--- config.mk ---
export PLATFORM = sky130hd
export DESIGN_NAME = tls_record_deframer
export DESIGN_NICKNAME = d
export VERILOG_FILES = /design/src/design/tlsd_pkg.sv /design/src/design/tlsd_rsp_fifo.sv /design/src/design/tls_record_deframer.sv
export SDC_FILE = /design/constraint.sdc
export NUM_CORES = 2
export LEC_CHECK = 0
export BUFFER_PORTS_ARGS = -buffer_cell sky130_fd_sc_hd__buf_2
export CAP_MARGIN = 10
export CORE_MARGIN = 2
export CORE_UTILIZATION = 46
export DETAILED_ROUTE_END_ITERATION = 8
export GPL_ROUTABILITY_DRIVEN = 0
export GPL_TIMING_DRIVEN = 0
export PLACE_DENSITY = 0.74
export SLEW_MARGIN = 40
export SYNTH_ARGS = -nofsm -noshare
export SYNTH_HDL_FRONTEND = slang
export SYNTH_SLANG_ARGS = --single-unit
--- constraint.sdc ---
create_clock -name clock -period 18.13 [get_ports clock]
set_clock_uncertainty 0.2 [all_clocks]
set_input_delay 1.813 -clock clock [delete_from_list [all_inputs] [get_ports clock]]
set_output_delay 1.813 -clock clock [all_outputs]
set_load 0.01 [all_outputs]
--- src/design/tlsd_pkg.sv ---
// Shared types and constants for the TLS record deframer.
// No dependencies; used by tlsd_rsp_fifo and tls_record_deframer.
package tlsd_pkg;

   localparam int OFS_W = 16;

   localparam logic [15:0] MAX_REC_RESET = 16'((1 << 14) + 256);

   // record content types
   localparam logic [7:0] CT_CCS       = 8'd20;
   localparam logic [7:0] CT_HANDSHAKE = 8'd22;
   localparam logic [7:0] CT_HEARTBEAT = 8'd24;
   localparam logic [7:0] VER_MAJOR    = 8'h03;

   // result status codes
   localparam logic [2:0] ST_RECORD     = 3'd0;
   localparam logic [2:0] ST_HS_MSG     = 3'd1;
   localparam logic [2:0] ST_MALFORMED  = 3'd2;
   localparam logic [2:0] ST_BAD_PAY    = 3'd3;
   localparam logic [2:0] ST_PARTIAL    = 3'd4;
   localparam logic [2:0] ST_HS_PENDING = 3'd5;

   localparam logic [2:0] HDR_LAST    = 3'd4;   // index of fifth record header byte
   localparam logic [2:0] HS_HDR_LAST = 3'd3;   // index of last handshake header byte

   localparam int FIFO_DEPTH = 4;
   localparam int FIFO_AW    = $clog2(FIFO_DEPTH);

   typedef struct packed {
      logic [2:0]       status;
      logic [7:0]       rec_kind;
      logic [15:0]      record_version;
      logic [15:0]      payload_len;
      logic [7:0]       msg_kind;
      logic [23:0]      msg_len;
      logic             reassembled;
      logic [OFS_W-1:0] consumed_offset;
      logic             last;
   } rsp_type;

   typedef struct packed {
      logic [1:0] cnt;
      rsp_type    item0;
      rsp_type    item1;
   } push_type;

   function automatic rsp_type mk_rsp(input logic [2:0] st, input logic with_rec,
                                      input logic [7:0] ct, input logic [15:0] ver,
                                      input logic [15:0] len, input logic [7:0] ht,
                                      input logic [23:0] hl, input logic re,
                                      input logic [OFS_W-1:0] ofs);
      rsp_type r;
      r.status          = st;
      r.rec_kind        = with_rec ? ct : 8'd0;
      r.record_version  = with_rec ? ver : 16'd0;
      r.payload_len     = with_rec ? len : 16'd0;
      r.msg_kind        = ht;
      r.msg_len         = hl;
      r.reassembled     = re;
      r.consumed_offset = ofs;
      r.last            = 1'b0;
      return r;
   endfunction

endpackage

--- src/design/tlsd_rsp_fifo.sv ---
// Small result queue: takes up to two results per cycle, delivers one per cycle while out_ready is high.
// Depends on tlsd_pkg.
module tlsd_rsp_fifo import tlsd_pkg::*; (
   input  logic     clock,
   input  logic     reset,
   input  push_type push,
   output logic     room,
   output logic     out_valid,
   input  logic     out_ready,
   output rsp_type  out_item
);

   rsp_type            mem_ff [FIFO_DEPTH];
   logic [FIFO_AW-1:0] wr_ptr_ff, wr_ptr_in;
   logic [FIFO_AW-1:0] rd_ptr_ff, rd_ptr_in;
   logic [FIFO_AW:0]   count_ff, count_in;
   logic               pop;
   logic [FIFO_AW-1:0] wr_ptr_nxt;

   assign pop        = out_valid && out_ready;
   assign out_valid  = (count_ff != '0);
   assign out_item   = mem_ff[rd_ptr_ff];
   assign room       = (count_ff <= (FIFO_AW+1)'(FIFO_DEPTH - 2));
   assign wr_ptr_nxt = wr_ptr_ff + FIFO_AW'(1);

   always_comb begin
      wr_ptr_in = wr_ptr_ff + FIFO_AW'(push.cnt);
      rd_ptr_in = rd_ptr_ff + FIFO_AW'(pop);
      count_in  = count_ff + (FIFO_AW+1)'(push.cnt) - (FIFO_AW+1)'(pop);
   end

   always_ff @(posedge clock) begin
      if (reset) begin
         wr_ptr_ff <= '0;
         rd_ptr_ff <= '0;
         count_ff  <= '0;
      end else begin
         wr_ptr_ff <= wr_ptr_in;
         rd_ptr_ff <= rd_ptr_in;
         count_ff  <= count_in;
      end
   end

   always_ff @(posedge clock) begin
      if (push.cnt != 2'd0) begin
         mem_ff[wr_ptr_ff] <= push.item0;
      end
      if (push.cnt == 2'd2) begin
         mem_ff[wr_ptr_nxt] <= push.item1;
      end
   end

endmodule

--- src/design/tls_record_deframer.sv ---
// TLS record deframer top level: header parse, handshake framing, checks.
// Depends on tlsd_pkg and tlsd_rsp_fifo.
//
//  channel | dir | payload                                         | handshake
//  req     | in  | tdata: data_byte; tlast: end_of_segment;        | tvalid/tready
//          |     | tuser: connection_start                         |
//  rsp     | out | tdata/tuser/tlast: one result per transfer      | tvalid/tready
//  csr     | in  | max_record_length                               | csr_we
//
// One request per cycle: each byte is parsed in the cycle it is accepted and
// its zero, one or two results land in a 4-entry queue that feeds rsp.
// req_tready drops only while fewer than two queue slots are free, i.e. when
// rsp stalls; a byte that yields two results drains them through rsp in turn.
// Synchronous reset clears the parser state, the ciphertext flag, the queue
// and reloads max_record_length with 16640.
module tls_record_deframer import tlsd_pkg::*; (
   input  logic        clock,
   input  logic        reset,
   input  logic        req_tvalid,
   output logic        req_tready,
   input  logic [7:0]  req_tdata,    // [7:0] data_byte
   input  logic        req_tlast,    // end_of_segment
   input  logic        req_tuser,    // connection_start
   output logic        rsp_tvalid,
   input  logic        rsp_tready,
   // [7:0] record type, [23:8] record_version, [39:24] record payload length,
   // [47:40] message type, [71:48] message length, [72] reassembled,
   // [88:73] consumed_offset, [95:89] zero
   output logic [95:0] rsp_tdata,
   output logic        rsp_tlast,    // last
   output logic [2:0]  rsp_tuser,    // [2:0] status
   input  logic        csr_we,
   input  logic [15:0] csr_wdata
);

   logic [15:0]      max_len_ff;
   logic [2:0]       hdr_cnt_ff, hdr_cnt_in;
   logic [7:0]       rec_type_ff, rec_type_in;
   logic [15:0]      rec_version_ff, rec_version_in;
   logic [15:0]      rec_length_ff, rec_length_in;
   logic [15:0]      payload_left_ff, payload_left_in;
   logic [23:0]      payload_head_ff, payload_head_in;
   logic             cipher_ff, cipher_in;
   logic             halted_ff, halted_in;
   logic [OFS_W-1:0] seg_offset_ff, seg_offset_in;
   logic [OFS_W-1:0] safe_offset_ff, safe_offset_in;
   logic [2:0]       hs_hdr_cnt_ff, hs_hdr_cnt_in;
   logic [7:0]       hs_type_ff, hs_type_in;
   logic [23:0]      hs_left_ff, hs_left_in;
   logic [7:0]       hs_records_ff, hs_records_in;

   logic             req_acc;
   logic [7:0]       b;
   logic             fin;
   logic             msg_done;
   logic             framing_v;
   logic             bad_hdr;
   logic             bad_pay;
   logic [OFS_W-1:0] rec_end;
   logic [1:0]       n_v;
   rsp_type          res_v [2];
   push_type         push;
   logic             fifo_room;
   rsp_type          out_item;

   assign req_tready = fifo_room;
   assign req_acc    = req_tvalid && req_tready;
   assign b          = req_tdata;
   assign rec_end    = seg_offset_ff + OFS_W'(1);

   always_comb begin
      hdr_cnt_in      = hdr_cnt_ff;
      rec_type_in     = rec_type_ff;
      rec_version_in  = rec_version_ff;
      rec_length_in   = rec_length_ff;
      payload_left_in = payload_left_ff;
      payload_head_in = payload_head_ff;
      cipher_in       = cipher_ff;
      halted_in       = halted_ff;
      safe_offset_in  = safe_offset_ff;
      hs_hdr_cnt_in   = hs_hdr_cnt_ff;
      hs_type_in      = hs_type_ff;
      hs_left_in      = hs_left_ff;
      hs_records_in   = hs_records_ff;
      fin             = 1'b0;
      msg_done        = 1'b0;
      framing_v       = 1'b0;
      bad_hdr         = 1'b0;
      bad_pay         = 1'b0;
      n_v             = 2'd0;
      res_v[0]        = '0;
      res_v[1]        = '0;

      if (req_tuser) begin
         cipher_in = 1'b0;
      end

      if (!halted_ff) begin
         if (payload_left_ff == 16'd0) begin
            case (hdr_cnt_ff)
               3'd0: begin
                  rec_type_in    = b;
                  rec_version_in = 16'd0;
                  rec_length_in  = 16'd0;
               end
               3'd1: rec_version_in = {b, 8'd0};
               3'd2: rec_version_in = {rec_version_ff[15:8], b};
               3'd3: rec_length_in  = {b, 8'd0};
               default: rec_length_in = {rec_length_ff[15:8], b};
            endcase
            if (hdr_cnt_ff != HDR_LAST) begin
               hdr_cnt_in = hdr_cnt_ff + 3'd1;
            end else begin
               hdr_cnt_in = 3'd0;
               bad_hdr = (rec_type_in < CT_CCS) || (rec_type_in > CT_HEARTBEAT) ||
                         (rec_version_in[15:8] != VER_MAJOR) ||
                         (rec_length_in > max_len_ff);
               if (bad_hdr) begin
                  res_v[n_v[0]] = mk_rsp(ST_MALFORMED, 1'b1, rec_type_in, rec_version_in,
                                         rec_length_in, 8'd0, 24'd0, 1'b0, safe_offset_in);
                  n_v       = n_v + 2'd1;
                  halted_in = 1'b1;
               end else if ((rec_type_in != CT_HANDSHAKE || cipher_in) &&
                            hs_hdr_cnt_ff != 3'd0) begin
                  // non-handshake (or post-ChangeCipherSpec) record arrives while a message is open
                  res_v[n_v[0]] = mk_rsp(ST_HS_PENDING, 1'b1, rec_type_in, rec_version_in,
                                         rec_length_in, 8'd0, 24'd0, 1'b0, safe_offset_in);
                  n_v       = n_v + 2'd1;
                  halted_in = 1'b1;
               end else begin
                  payload_left_in = rec_length_in;
                  if (!(rec_type_in == CT_HANDSHAKE && !cipher_in)) begin
                     payload_head_in = 24'd0;
                  end
                  fin = (rec_length_in == 16'd0);
               end
            end
         end else begin
            if (rec_type_ff == CT_HANDSHAKE && !cipher_in) begin
               if (hs_hdr_cnt_ff == 3'd0) begin
                  hs_type_in    = b;
                  hs_left_in    = 24'd0;
                  hs_hdr_cnt_in = 3'd1;
               end else if (hs_hdr_cnt_ff <= HS_HDR_LAST) begin
                  hs_left_in    = {hs_left_ff[15:0], b};
                  hs_hdr_cnt_in = hs_hdr_cnt_ff + 3'd1;
                  if (hs_hdr_cnt_ff == HS_HDR_LAST) begin
                     payload_head_in = hs_left_in;
                     msg_done        = (hs_left_in == 24'd0);
                  end
               end else begin
                  hs_left_in = hs_left_ff - 24'd1;
                  msg_done   = (hs_left_in == 24'd0);
               end
               if (msg_done) begin
                  res_v[n_v[0]] = mk_rsp(ST_HS_MSG, 1'b1, rec_type_ff, rec_version_ff,
                                         rec_length_ff, hs_type_in, payload_head_in,
                                         hs_records_ff != 8'd0, safe_offset_in);
                  n_v           = n_v + 2'd1;
                  hs_hdr_cnt_in = 3'd0;
               end
            end else if ((rec_length_ff - payload_left_ff) < 16'd3) begin
               payload_head_in = {payload_head_ff[15:0], b};
            end
            payload_left_in = payload_left_ff - 16'd1;
            fin = (payload_left_in == 16'd0);
         end

         if (fin) begin
            framing_v = (rec_type_in == CT_HANDSHAKE) && !cipher_in;
            bad_pay = (rec_type_in == CT_CCS && rec_length_in == 16'd1 &&
                       payload_head_in[7:0] != 8'd1) ||
                      (rec_type_in == CT_HEARTBEAT && rec_length_in >= 16'd3 &&
                       payload_head_in[15:0] > (rec_length_in - 16'd3));
            if (framing_v) begin
               // a handshake record is safe only if it ends on a message boundary
               if (hs_hdr_cnt_in == 3'd0) begin
                  safe_offset_in = rec_end;
                  hs_records_in  = 8'd0;
               end else if (hs_records_in != 8'hff) begin
                  hs_records_in = hs_records_in + 8'd1;
               end
            end else if (bad_pay) begin
               halted_in = 1'b1;
            end else begin
               safe_offset_in = rec_end;
               if (rec_type_in == CT_CCS && rec_length_in == 16'd1) begin
                  cipher_in = 1'b1;
               end
            end
            if (n_v != 2'd2) begin
               res_v[n_v[0]] = mk_rsp((!framing_v && bad_pay) ? ST_BAD_PAY : ST_RECORD,
                                      1'b1, rec_type_in, rec_version_in, rec_length_in,
                                      8'd0, 24'd0, 1'b0, safe_offset_in);
               n_v = n_v + 2'd1;
            end
         end

         if (req_tlast && !halted_in) begin
            if ((hdr_cnt_in != 3'd0 || payload_left_in != 16'd0) && n_v != 2'd2) begin
               res_v[n_v[0]] = mk_rsp(ST_PARTIAL, payload_left_in != 16'd0, rec_type_in,
                                      rec_version_in, rec_length_in, 8'd0, 24'd0, 1'b0,
                                      safe_offset_in);
               n_v = n_v + 2'd1;
            end
            if (hs_hdr_cnt_in != 3'd0 && n_v != 2'd2) begin
               res_v[n_v[0]] = mk_rsp(ST_HS_PENDING, 1'b0, rec_type_in, rec_version_in,
                                      rec_length_in, 8'd0, 24'd0, 1'b0, safe_offset_in);
               n_v = n_v + 2'd1;
            end
         end
      end

      if (n_v == 2'd1) begin
         res_v[0].last = 1'b1;
      end else if (n_v == 2'd2) begin
         res_v[1].last = 1'b1;
      end

      if (req_tlast) begin
         hdr_cnt_in      = 3'd0;
         rec_type_in     = 8'd0;
         rec_version_in  = 16'd0;
         rec_length_in   = 16'd0;
         payload_left_in = 16'd0;
         payload_head_in = 24'd0;
         halted_in       = 1'b0;
         seg_offset_in   = '0;
         safe_offset_in  = '0;
         hs_hdr_cnt_in   = 3'd0;
         hs_type_in      = 8'd0;
         hs_left_in      = 24'd0;
         hs_records_in   = 8'd0;
      end else begin
         seg_offset_in = rec_end;
      end
   end

   always_ff @(posedge clock) begin
      if (reset) begin
         max_len_ff <= MAX_REC_RESET;
      end else if (csr_we) begin
         max_len_ff <= csr_wdata;
      end
   end

   always_ff @(posedge clock) begin
      if (reset) begin
         hdr_cnt_ff      <= '0;
         rec_type_ff     <= '0;
         rec_version_ff  <= '0;
         rec_length_ff   <= '0;
         payload_left_ff <= '0;
         payload_head_ff <= '0;
         cipher_ff       <= 1'b0;
         halted_ff       <= 1'b0;
         seg_offset_ff   <= '0;
         safe_offset_ff  <= '0;
         hs_hdr_cnt_ff   <= '0;
         hs_type_ff      <= '0;
         hs_left_ff      <= '0;
         hs_records_ff   <= '0;
      end else if (req_acc) begin
         hdr_cnt_ff      <= hdr_cnt_in;
         rec_type_ff     <= rec_type_in;
         rec_version_ff  <= rec_version_in;
         rec_length_ff   <= rec_length_in;
         payload_left_ff <= payload_left_in;
         payload_head_ff <= payload_head_in;
         cipher_ff       <= cipher_in;
         halted_ff       <= halted_in;
         seg_offset_ff   <= seg_offset_in;
         safe_offset_ff  <= safe_offset_in;
         hs_hdr_cnt_ff   <= hs_hdr_cnt_in;
         hs_type_ff      <= hs_type_in;
         hs_left_ff      <= hs_left_in;
         hs_records_ff   <= hs_records_in;
      end
   end

   always_comb begin
      push.cnt   = req_acc ? n_v : 2'd0;
      push.item0 = res_v[0];
      push.item1 = res_v[1];
   end

   tlsd_rsp_fifo u_rsp_fifo (
      .clock     (clock),
      .reset     (reset),
      .push      (push),
      .room      (fifo_room),
      .out_valid (rsp_tvalid),
      .out_ready (rsp_tready),
      .out_item  (out_item)
   );

   assign rsp_tuser = out_item.status;
   assign rsp_tlast = out_item.last;
   assign rsp_tdata = {7'd0, out_item.consumed_offset, out_item.reassembled,
                       out_item.msg_len, out_item.msg_kind,
                       out_item.payload_len, out_item.record_version,
                       out_item.rec_kind};

   a_halted_silent: assert property (@(posedge clock) disable iff (reset)
      (req_acc && halted_ff) |-> (push.cnt == 2'd0))
      else $error("result produced while segment halted");

   a_seg_clear: assert property (@(posedge clock) disable iff (reset)
      (req_acc && req_tlast) |=> (seg_offset_ff == '0 && hdr_cnt_ff == 3'd0 &&
                                  payload_left_ff == 16'd0 && hs_hdr_cnt_ff == 3'd0))
      else $error("segment state not cleared after end of segment");

   a_hdr_in_payload: assert property (@(posedge clock) disable iff (reset)
      (payload_left_ff != 16'd0) |-> (hdr_cnt_ff == 3'd0 && !halted_ff))
      else $error("header count active inside record payload");

   a_cnt_range: assert property (@(posedge clock) disable iff (reset)
      (hdr_cnt_ff <= HDR_LAST) && (hs_hdr_cnt_ff <= 3'd4))
      else $error("header counter out of range");

endmodule

==> results.cfg <==
[synth]
avgSynthCellArea_um2 = 9.94
synth_edf_count = 372
ys_ff_latch = 555
syn_inst = 3296
synth_flop_cell = edfxtp_1
synth_area_um2 = 32800
synthArstFlopShare = 0
ys_seq_area_frac = 0.453
yosysWarnings = 0
synth_cell_types = 101

[hold_path]
hold_depth = 2
hp-start = cipher_ff
holdPathEnd = cipher_ff
min_path_type = flop to flop

[global_routing]
grt_max_degree = 16
overflow = 0
grt_pass1_wl_um = 175000
grt.busiest_layer = met2
grt.met2_usage = 0.474
met3_usage = 0.0914
grt_util_met1 = 0.394
grt.total_usage = 0.311
antenna_found_initial = 7
grt_pass1_vias = 28505

[critical_path]
reg2reg_to = u_rsp_fifo.mem_ff[2][43]
cp-start-kind = flop
path_common_cell = clkbuf_1
r2r_start = payload_left_ff[1]
endpoint_kind = flop
path_class = flop to flop
path_max_fanout = 11
arrival_ns = 12.48
worst_path_max_delay_cell = mux2i_1
worst_path_largest_cell_delay_ns = 0.79
r2r_slack_ns = 5.85
reg2regPathDepth = 29
required_ns = 18.33

[sta]
tightest_slew_ns = 0.991
finalHoldViolCount = 0
max_freq_ghz = 0.0814
relSlewSlack = 0.336
setup_viol = 0
fin_crit_ns = 12.28
rsz0062_at_grt = no
slew_viol_final = 0
final.period_utilization = 0.677

[clock_tree]
post_cts_buffers = 0
cts_tree = built
cts_made_buffers = 55
clock-sinks = 555
htree_levels = 2
root_buffer = clkbuf_16
cts_resized = 0
cts_hold_buf = 0
cts.clk_slew.worst_paths_ns = 0.06
cts_buffer_depth = 3
clock_latency_ns = 0.66

[route]
viasPerCell = 6.73
totalWireLength_um = 118000
antenna_left = 0
firstDrtPassIters = 9
post_drt_wl_per_cell_um = 26.1
drc = 13
via_count = 30417
initialDrtViolationCount = 5195

[die]
std_cell_rows = 97
fp.coreArea_um2 = 70300
chipHeight_um = 271
die_x_um = 271
start_util = 0.466
io_pins = 133
dieArea_um2 = 73400

[finish]
fillCellCount = 6092
fin_nets = 3639
design_area_um2 = 37100
final_cells = 4522
area_growth_pct = 13.1
drive_above_1_share = 0.161

[power_and_ir_drop]
powerDensity_nw_per_um2 = 184
leakage_uw = 0.0133
max-vdd-ir-drop_v = 0.000136

[placement]
port_buffers = 116
place_area_um2 = 35100
place_hpwl_um = 86600
placed_cells = 4415

[run_status]
status = finished, violations left
violations = design-rule violations

[job]
cap_violations = 0
-- cell usage in the layout, fill, tap and decap left out, types with 117 or more instances in the layout --
cell / instances
edfxtp_1: 372
buf_2: 166
clkbuf_1: 191
o21ai_0: 148
o22ai_1: 117
nor3_1: 131
dfxtp_1: 183
nor2_1: 347
a21oi_1: 202
nand2_1: 249
-- cell usage after synthesis (all sizes together) (11+ instances only) --
cell	instances	area, um^2
a211oi	25	193
a21o	29	218
a21oi	209	1050
a221oi	21	201
a22o	35	307
a22oi	106	796
a31oi	19	119
and2	80	500
and3	24	150
buf	72	349
clkbuf	194	729
dfxtp	183	3660
edfxtp	372	11200
ha	74	926
inv	73	274
mux2	57	642
mux2i	73	731
mux4	93	2090
nand2	249	935
nand2b	17	106
nand3	107	536
nand4	30	203
nor2	348	1310
nor2b	14	87.6
nor3	140	721
nor4	35	270
nor4b	11	118
o2111ai	17	155
o211ai	22	165
o21a	11	82.6
o21ai	163	823
o22ai	127	857
o31ai	21	195
or2	25	156
or3	16	100
xnor2	34	298
xor2	29	254
-- metrics by stage --
step	setup TNS, ns	hold WS [ns]	power, uW	utilization	setup WS, ns
final	0	0.266	6820	0.528	5.85
after global routing	0	0.271	7040	0.528	5.81
after CTS	0	0.257	6570	0.526	6.94
after detailed placement	0	0.248	5360	0.499	6.84
after global placement	-1215.54	0.238	5320	0.492	-3.78
after floorplan	0	0.227	4210	-	2.90
-- per-layer routing --
| metal | part of all wire | wire length, um |
|---|---|---|
| met2 | 0.43 | 51300 |
| met4 | 0.068 | 8090 |
| met1 | 0.36 | 42500 |
| met3 | 0.14 | 16300 |
| met5 | 0.00051 | 60 |
-- area by class of cell --
type / instances / area (um^2) / area share
multi-input cells: 2403 / 16800 / 0.452
flip-flops and latches: 555 / 14800 / 0.400
clock buffers: 71 / 1520 / 0.0409
well taps: 940 / 1180 / 0.0317
plain buffers: 266 / 1100 / 0.0298
repair buffers: 173 / 1020 / 0.0274
clock inverters: 32 / 375 / 0.0101
inverters: 78 / 293 / 0.00790
diodes: 4 / 10.0 / 0.000270
-- flip-flops by register name, summed over array words and instances (netlist names) --
name and cells:
u_rsp_fifo.count_ff 3, halted_ff 1, rec_version_ff 16, payload_head_ff 24, payload_left_ff 16, u_rsp_fifo.wr_ptr_ff 2, hs_records_ff 8, safe_offset_ff 16
u_rsp_fifo.mem_ff 372, rec_length_ff 16, rec_type_ff 8, hs_hdr_cnt_ff 3, seg_offset_ff 16, max_len_ff 16, hs_left_ff 24, u_rsp_fifo.rd_ptr_ff 2
hs_type_ff 8, cipher_ff 1, hdr_cnt_ff 3
-- power by group --
part	internal [uW]	total, uW	switching, uW	leakage [uW]
combinational	1300	4000	2700	0.00733
sequential	1540	1600	63.8	0.00505
clock	692	1210	520	0.000921
total	3530	6820	3290	0.0133
-- worst max-delay path: cells and delay by family, from the launching register on --
kind	cells	cell delay (ns)
buffers and inverters	10	4.11
flip-flops	1	0.36
adder cells (fa/ha/maj)	2	0.73
multiplexers	1	0.79
AO/OA/AOI/OAI	10	2.54
AND/OR/NAND/NOR	5	2.49
XOR/XNOR	1	0.70
-- cells by family (layout without fill, tap and decap cells) --
kind of cell,count (synthesis),count (layout),share of synthesized area
and+or+nand+nor,1136,1136,0.169
AOI/OAI and AO/OA,898,898,0.185
xor gates and xnor gates,63,63,0.0168
buffers and inverters,344,620,0.0418
other,1,11,0.000114
DFF,555,555,0.453
muxes,223,223,0.106
adders and majority gates,76,76,0.0295
-- worst max-delay path by stage --
stage / start / to / slack (ns) / cells past startpoint
2_1_floorplan: req_tdata[6] / u_rsp_fifo.mem_ff[0][0] / 2.90 / 30
3_3_place_gp: req_tdata[3] / u_rsp_fifo.mem_ff[2][61] / -3.78 / 28
3_5_place_dp: req_tdata[6] / u_rsp_fifo.mem_ff[2][75] / 6.84 / 34
4_1_cts: payload_left_ff[1] / u_rsp_fifo.mem_ff[2][75] / 6.94 / 29
5_1_grt: payload_left_ff[1] / u_rsp_fifo.mem_ff[2][43] / 5.81 / 29
6_report: payload_left_ff[1] / u_rsp_fifo.mem_ff[2][43] / 5.85 / 29
No activity file was read; power rests on OpenSTA's default activity.
